===== config.mk =====
export PLATFORM = sky130hd
export DESIGN_NAME = som_ctrl
export DESIGN_NICKNAME = d
export VERILOG_FILES = /design/src/sv/som_pkg.sv /design/src/sv/som_ctrl.sv
export VERILOG_INCLUDE_DIRS = /design/src /design/src/sv
export SDC_FILE = /design/constraint.sdc
export NUM_CORES = 1
export LEC_CHECK = 0
export BUFFER_PORTS_ARGS = -buffer_cell sky130_fd_sc_hd__buf_2
export CELL_PAD_IN_SITES_DETAIL_PLACEMENT = 0
export CELL_PAD_IN_SITES_GLOBAL_PLACEMENT = 1
export CORE_UTILIZATION = 33
export DETAILED_ROUTE_END_ITERATION = 8
export PLACE_DENSITY = 0.85
export SLEW_MARGIN = 15
export SYNTH_ARGS = -nofsm -noshare
export SYNTH_HDL_FRONTEND = slang
export SYNTH_SLANG_ARGS = --single-unit

===== constraint.sdc =====
create_clock -name clk_i -period 2.5 [get_ports clk_i]
set_input_delay 0.5 -clock clk_i [delete_from_list [all_inputs] [get_ports clk_i]]
set_output_delay 0.5 -clock clk_i [all_outputs]
set_load 0.01 [all_outputs]

===== src/sv/som_bmu_search_and_update_unit_defines.svh =====
// Assertion macros shared by the self-organizing map block.
// Include guarded; used by the controller and the top level.
`ifndef SOM_BMU_SEARCH_AND_UPDATE_UNIT_DEFINES_SVH
`define SOM_BMU_SEARCH_AND_UPDATE_UNIT_DEFINES_SVH
// Check that a condition implies a consequence on the same edge.
`define SOM_ASSERT_IMP(lbl, clk, rst_n, ante, cons, msg) \
  lbl: assert property (@(posedge clk) disable iff (!rst_n) (ante) |-> (cons)) \
    else $error(msg);
// Check that a condition implies a consequence on the next edge.
`define SOM_ASSERT_NEXT(lbl, clk, rst_n, ante, cons, msg) \
  lbl: assert property (@(posedge clk) disable iff (!rst_n) (ante) |=> (cons)) \
    else $error(msg);
`endif


===== src/sv/som_pkg.sv =====
// Shared types, constants and the neighborhood table of the map block.
// No dependencies.
`default_nettype none
package som_pkg;
  localparam int unsigned DistW = 36;
  localparam logic [DistW-1:0] DistMax = {DistW{1'b1}};

  // Grid and vector size limits; the field widths below are sized for them.
  localparam int unsigned MaxRows = 16;
  localparam int unsigned MaxCols = 16;
  localparam int unsigned MaxDim  = 16;

  typedef enum logic [1:0] {
    CMD_WRITE = 2'd0,
    CMD_EVAL  = 2'd1,
    CMD_TRAIN = 2'd2,
    CMD_NONE  = 2'd3
  } cmd_e;

  typedef enum logic [2:0] {
    REG_ROWS  = 3'd0,
    REG_COLS  = 3'd1,
    REG_DIM   = 3'd2,
    REG_ITERS = 3'd3,
    REG_DECAY = 3'd4
  } reg_e;

  typedef enum logic [3:0] {
    ST_IDLE,
    ST_ALPHA,
    ST_S_RD,
    ST_S_ACC,
    ST_S_CMP,
    ST_U_THETA,
    ST_U_MUL,
    ST_U_RD,
    ST_U_DIFF,
    ST_U_STEP,
    ST_U_WR,
    ST_DONE
  } state_e;

  typedef struct packed {
    logic [1:0]  cmd;
    logic [7:0]  unit_index;
    logic [3:0]  element_index;
    logic signed [15:0] value;
    logic [15:0] iteration;
    logic        last;
  } req_t;

  typedef struct packed {
    logic [3:0]  bmu_row;
    logic [3:0]  bmu_col;
    logic [35:0] bmu_distance_sq;
    logic        weights_updated;
  } rsp_t;

  // Controller to datapath commands.
  typedef struct packed {
    logic capture;    // latch request fields
    logic store_in;   // perform weight write or observation store
    logic div_start;  // begin alpha division
    logic div_step;
    logic clr_pos;    // reset unit and element counters
    logic rd;         // issue memory read at current position
    logic acc_clr;
    logic acc_add;
    logic cmp;        // compare unit distance with best
    logic theta;      // register neighborhood factor
    logic mul;        // register theta*alpha factor
    logic diff;
    logic step;
    logic wr;         // write updated weight
    logic adv_elem;
    logic adv_unit;
    logic emit;
  } ctl_t;

  typedef struct packed {
    logic cmd_valid_search; // eval or train command
    logic is_train;
    logic last;
    logic div_done;
    logic elem_last;
    logic unit_last;
  } sts_t;

  function automatic logic [15:0] theta_lut(input logic [8:0] d2);
    logic [15:0] r;
    case (d2)
      9'd0:  r = 16'd26145; 9'd1:  r = 16'd15858; 9'd2:  r = 16'd9618;
      9'd3:  r = 16'd5834;  9'd4:  r = 16'd3538;  9'd5:  r = 16'd2146;
      9'd6:  r = 16'd1302;  9'd7:  r = 16'd790;   9'd8:  r = 16'd479;
      9'd9:  r = 16'd290;   9'd10: r = 16'd176;   9'd11: r = 16'd107;
      9'd12: r = 16'd65;    9'd13: r = 16'd39;    9'd14: r = 16'd24;
      9'd15: r = 16'd14;    9'd16: r = 16'd9;     9'd17: r = 16'd5;
      9'd18: r = 16'd3;     9'd19: r = 16'd2;     9'd20: r = 16'd1;
      9'd21: r = 16'd1;
      default: r = 16'd0;
    endcase
    return r;
  endfunction
endpackage
`default_nettype wire


===== src/sv/som_ctrl.sv =====
// Controller state machine of the map block: sequences search and update.
// Depends on som_pkg and the shared assertion macros.
`default_nettype none
`include "som_bmu_search_and_update_unit_defines.svh"
module som_ctrl import som_pkg::*; (
  input  wire logic clk_i,
  input  wire logic rst_ni,
  input  wire logic start_i,
  input  sts_t      sts_i,
  output logic      busy_o,
  output ctl_t      ctl_o
);
  state_e state_q, state_d;

  always_ff @(posedge clk_i or negedge rst_ni) begin
    if (!rst_ni) begin
      state_q <= ST_IDLE;
    end else begin
      state_q <= state_d;
    end
  end

  // ST_IDLE captures the request in the cycle it is accepted; ST_ALPHA stores it and
  // starts the search for a final eval or train element, a train one once alpha is done.
  always_comb begin
    state_d = state_q;
    case (state_q)
      ST_IDLE: begin
        if (start_i) begin
          state_d = ST_ALPHA;
        end
      end
      ST_ALPHA: begin
        if (!(sts_i.cmd_valid_search && sts_i.last)) begin
          state_d = ST_IDLE;
        end else if (!sts_i.is_train || sts_i.div_done) begin
          state_d = ST_S_RD;
        end
      end
      ST_S_RD:  state_d = ST_S_ACC;
      ST_S_ACC: state_d = sts_i.elem_last ? ST_S_CMP : ST_S_RD;
      ST_S_CMP: begin
        if (!sts_i.unit_last) begin
          state_d = ST_S_RD;
        end else if (sts_i.is_train) begin
          state_d = ST_U_THETA;
        end else begin
          state_d = ST_DONE;
        end
      end
      ST_U_THETA: state_d = ST_U_MUL;
      ST_U_MUL:   state_d = ST_U_RD;
      ST_U_RD:    state_d = ST_U_DIFF;
      ST_U_DIFF:  state_d = ST_U_STEP;
      ST_U_STEP:  state_d = ST_U_WR;
      ST_U_WR: begin
        if (!sts_i.elem_last) begin
          state_d = ST_U_RD;
        end else if (!sts_i.unit_last) begin
          state_d = ST_U_THETA;
        end else begin
          state_d = ST_DONE;
        end
      end
      ST_DONE: state_d = ST_IDLE;
      default: state_d = ST_IDLE;
    endcase
  end

  always_comb begin
    ctl_o = '0;
    busy_o = (state_q != ST_IDLE);
    case (state_q)
      ST_IDLE: begin
        ctl_o.capture = start_i;
      end
      ST_ALPHA: begin
        ctl_o.store_in = 1'b1;
        ctl_o.div_step = 1'b1;
        ctl_o.clr_pos = 1'b1;
        ctl_o.acc_clr = 1'b1;
      end
      ST_S_RD:  ctl_o.rd = 1'b1;
      ST_S_ACC: begin
        ctl_o.acc_add = 1'b1;
        ctl_o.adv_elem = 1'b1;
      end
      ST_S_CMP: begin
        ctl_o.cmp = 1'b1;
        ctl_o.acc_clr = 1'b1;
        ctl_o.adv_unit = 1'b1;
        ctl_o.div_step = 1'b1;
      end
      ST_U_THETA: ctl_o.theta = 1'b1;
      ST_U_MUL:   ctl_o.mul = 1'b1;
      ST_U_RD:    ctl_o.rd = 1'b1;
      ST_U_DIFF:  ctl_o.diff = 1'b1;
      ST_U_STEP:  ctl_o.step = 1'b1;
      ST_U_WR: begin
        ctl_o.wr = 1'b1;
        ctl_o.adv_elem = 1'b1;
        ctl_o.adv_unit = sts_i.elem_last;
      end
      ST_DONE: ctl_o.emit = 1'b1;
      default: ctl_o = '0;
    endcase
    ctl_o.div_start = ctl_o.capture;
  end

  `SOM_ASSERT_NEXT(a_start_busy, clk_i, rst_ni, start_i && !busy_o, busy_o,
    "accepted request did not raise busy")
  `SOM_ASSERT_NEXT(a_done_idle, clk_i, rst_ni, state_q == ST_DONE, !busy_o,
    "controller did not return to idle after result")
  `SOM_ASSERT_IMP(a_one_cmd, clk_i, rst_ni, 1'b1,
    !(ctl_o.rd && ctl_o.wr), "read and write commanded together")
endmodule
`default_nettype wire


## Yosys cells after proc, flatten, opt, wreduce, memory -nomap -nowiden

Cells that the tools add are included.

| storage, ports and cells | value |
|---|---|
| register bits | 4 |
| output and inout port bits | 18 |
| logic and storage cells | 46 |

| cells by class | value |
|---|---|
| equal/unequal tests | 13 |
| multiplexer cells | 23 |
| reduce and logical (&&, ||, !) cells | 9 |

Operators by type and width:

| cell | count |
|---|---|
| $pmux W4 S11 | 1 |
| $mux W4 | 7 |
| $eq A4 B3 Y1 const B | 4 |
| $eq A4 B4 Y1 const B | 4 |
| $mux W1 | 13 |
| $eq A4 B2 Y1 const B | 2 |
| $reduce_or A2 Y1 | 3 |
| $eq A4 B1 Y1 const B | 1 |
| $logic_not A4 Y1 | 1 |
| $reduce_bool A4 Y1 | 1 |
| $mux W3 | 1 |
| $ne A3 B3 Y1 const B | 1 |
| $ne A2 B2 Y1 const B | 1 |
| $pmux W1 S2 | 1 |
| $reduce_and A2 Y1 | 1 |
| $logic_and A1 B1 Y1 | 1 |
| $logic_not A1 Y1 | 1 |
| $logic_or A1 B1 Y1 | 1 |

## Longest topological paths before layout

| logic depth | value |
|---|---|
| depth in word-level cells | 5 |
| depth in mapped cells | 5 |

## Least setup slack after synthesis

No wires, ideal clock.

| path | value |
|---|---|
| path kind | flip-flop to output port |
| start point | register state_q[0] |
| end point | output port ctl_o[13] (netlist name) |
| arrival | 1,442 ps |
| setup slack | 558 ps |
| stages on the path, launching flop included | 6 |
| path buffers | 3 |
| cell sequence | dfrtp_1 -> buf_2 -> buf_2 -> xor2_1 -> nor3b_1 -> buf_4 |

RTL lines:

| what | RTL line | RTL |
|---|---|---|
| start, declared | som_ctrl.sv:13 | `state_e state_q, state_d;` |
| start signal, assigned | som_ctrl.sv:19 | `state_q <= state_d;` |
| end, declared | som_ctrl.sv:11 | `output ctl_t ctl_o` |

==> summary.txt <==
Clock tree
  – Total CTS buffers: 3
  – H-tree Lvls: 1
  – CTS Hold Bufs: 0
  – Post-CTS resize count: 0
  – TritonCTS clock tree: yes
  – Reg clk slew, reported paths: approximately 0.040 ns
  – Postcts setup bufs: 0
  – Clk sink count: 4
  – Clock tree buffer depth: 2
  – Clk_lat worst skew: 0.24 ns
  – Root Driver: clkbuf_4

Setup path
  – Crit path max fanout: 16
  – Critical path data arrival time: ~1.6 ns
  – Startpoint types: flop
  – RR Startpoint: state_q[0]
  – Crit-path slowest cell: dfrtp_1
  – Crit end category: primary output
  – R2R depth: 4
  – Crit Path Class: flop to primary output
  – Critical path startpoint: state_q[3]
  – R2R Path End: state_q[1]
  – CP max stage delay: 0.69 ns
  – WP data required: roughly 2.0 ns
  – Reg2Reg Setup Slack: around 0.8 ns
  – CP cell instances: nand2b_1 > o22a_1 > nor2_1 > buf_2

STA
  – # setup viols final: 0
  – Final slew viol count: 0
  – Setup_tns: 0 ns
  – Final WS setup: roughly 0.36 ns
  – RSZ-0062 raised after global routing: no
  – Final Skew: 0.000448 ns
  – Period Utilization, post-route: 0.857
  – Worst rel slew slack: 0.557
  – Worst Max-Slew Pin Slew: around 0.66 ns
  – Fin. Hold Viols: 0
  – Fmax: roughly 470 MHz
  – Minimum clock period: between 2 and 2.5 ns

Drt
  – Pre-antenna DRT Iters: 4
  – Drt wl/cell: between 10 and 15 microns
  – Antenna-violating nets left: 0
  – Starting DRC count in detailed routing: 16
  – DRC Markers: 0
  – Via count: 575
  – Vias per cell: between 5 and 6
  – Routed Wire Length: between 1000 and 1500 microns

Yosys
  – Xor-xnor portion of the synthesized cell area: 0.0316
  – Synth Instances: 71
  – Adder-cell share of the synthesized area: 0
  – YS warnings: 0
  – Average size of a mapped cell: a little under 8 sq um
  – Synth unique cells: 34
  – Syn Nets: 80
  – Top post-synthesis cells by area: dfrtp_1 18%, nor4b_4 8.6%, buf_4 6.8%, nor2_1 5.4%, nor3b_1 5.4%
  – Simple-Gate Fraction of Synth Area: 0.454
  – Mapped Area: ~550 sq um
  – Synthesized flop and latch total: 4
  – Synth top area share: 0.181
  – Mux contribution to synthesized area: 0
  – Area leader, netlist: dfrtp_1
  – Register area share after synthesis: 0.181
  – Synth Area in Compound Gates: 0.214
  – Largest family of logic cells by synthesized area: simple AND/OR/NAND/NOR gates

Layout
  – Layout overhead on the synthesized area: 19.9%
  – Final Util: 0.431
  – Final nets: between 100 and 150
  – Post-layout instance area: around 660 sq um
  – Most flops, register: state_q
  – Layout cells sized above 1: 0.374
  – Regs by FF count: state_q x4
  – Fillers: around 160
  – Diodes inserted: 0
  – Final Non-Filler Cells: ~110
  – Max FFs per register: 4
  – Commonest non-fill, non-tap cell in the layout: buf_2
  – Commonest non-fill, non-tap cells in the layout: 26 x buf_2, 8 x nor2_1, 6 x nand2_1

Worst hold path
  – Worst hold path class: input port to asynchronous set/reset pin

Place
  – Post-DP HPWL: ~930 microns
  – I/O Buffers: 26
  – Place WS: between 0.6 and 0.7 ns
  – Placed cells: between 100 and 150
  – Global placer's final weighted congestion: between 0.7 and 0.8
  – Placement Cell Area: 642 sq um

Global routing
  – First-pass GRT wire length: a little over 2000 microns
  – Total gr overflow: 0
  – Antenna violations before repair: 0
  – Via count of the first global-routing pass: ~480
  – Largest net degree at the start of global routing: 21
  – Total GRT Usage: 0.143

Floorplanning
  – IO Count: 27
  – Die area: around 1800 sq um
  – Starting Density: 0.360
  – Row cnt: 14
  – Die X: approximately 43 microns
  – Chip height: 43.0 microns
  – Core outline area: approximately 1500 sq um

Status
  – Status: completed

Pwr
  – Lkg Pwr: between 0.3 and 0.4 nW
  – VDD IR-drop max: between 0.0004 and 0.0005 V
  – Pwr dens: around 1300 nW/um^2

Run
  – Max_cap viols: 0
-- how the worst max path moves through the flow --
stage	endpoint	slack, ns	cells past startpoint
after floorplan	ctl_o[13]	0.56	5
after global placement	ctl_o[1]	0.65	4
after detailed placement	ctl_o[1]	0.63	4
after CTS	ctl_o[1]	0.38	4
after global routing	ctl_o[10]	0.25	3
final	ctl_o[1]	0.36	4
-- cell usage after synthesis --
cell	count
a21boi_0	1
or2b_4	1
o21bai_1	1
a22oi_1	1
dfrtp_1	4
nor3_1	3
o22ai_1	2
o21ai_0	2
and2_1	1
o21a_1	1
xnor2_1	1
and3b_1	1
nor2_2	1
clkbuf_1	1
xor2_1	1
nor2b_1	1
and3_1	1
o22a_1	2
a31oi_1	2
nand3_1	1
o41ai_1	1
nor3_4	1
nor2_1	8
inv_1	1
buf_6	1
a21oi_1	4
buf_2	2
nor3b_1	4
nand2b_1	4
nand3b_1	2
buf_4	5
a21o_1	1
nand2_1	6
nor4b_4	2
-- cells by family after synthesis --
logic type / after synthesis
buf+inv: 10
flops: 4
xor+xnor: 2
compound gates: 18
simple gates: 37
-- power breakdown --
part / total, mW / internal [mW] / switching [mW]
registers: 0.242 / 0.0931 / 0.149
logic: 0.543 / 0.275 / 0.267
clock network: 0.0850 / 0.0540 / 0.0310
-- per-layer routing --
layer  vias up  track usage  wire length, microns
met3         3      0.00426                    57
met2        17        0.252                   668
met4         0       0.0727                    24
met5         -            0                     0
li1        290            -                     -
met1       265        0.178                   546
-- cell type report --
| type | instances | area [sq um] | share of cell area |
|---|---|---|---|
| sequential | 4 | 100 | 0.151 |
| timing repair buffer | 26 | 130 | 0.196 |
| multi-input combinational | 57 | 388 | 0.584 |
| tap | 16 | 20.0 | 0.0301 |
| clock buffer | 3 | 22.5 | 0.0339 |
| inverter | 1 | 3.75 | 0.00565 |
-- metrics by stage --
step | hold slack, ns | total power [mW]
3_3_place_gp | 0.303 | 0.782
4_1_cts | 0.0514 | 0.871
6_report | 0.0500 | 0.870
3_5_place_dp | 0.305 | 0.784
2_1_floorplan | 0.204 | 0.688
5_1_grt | 0.0522 | 0.942
-- critical path: cells and delay by family, from the launching register on --
family	cells	cell delay, ns
AND/OR/NAND/NOR	2	0.35
buffers and inverters	1	0.14
flip-flops	1	0.69
AO/OA/AOI/OAI	1	0.22
(Power assumes the default switching activity.)
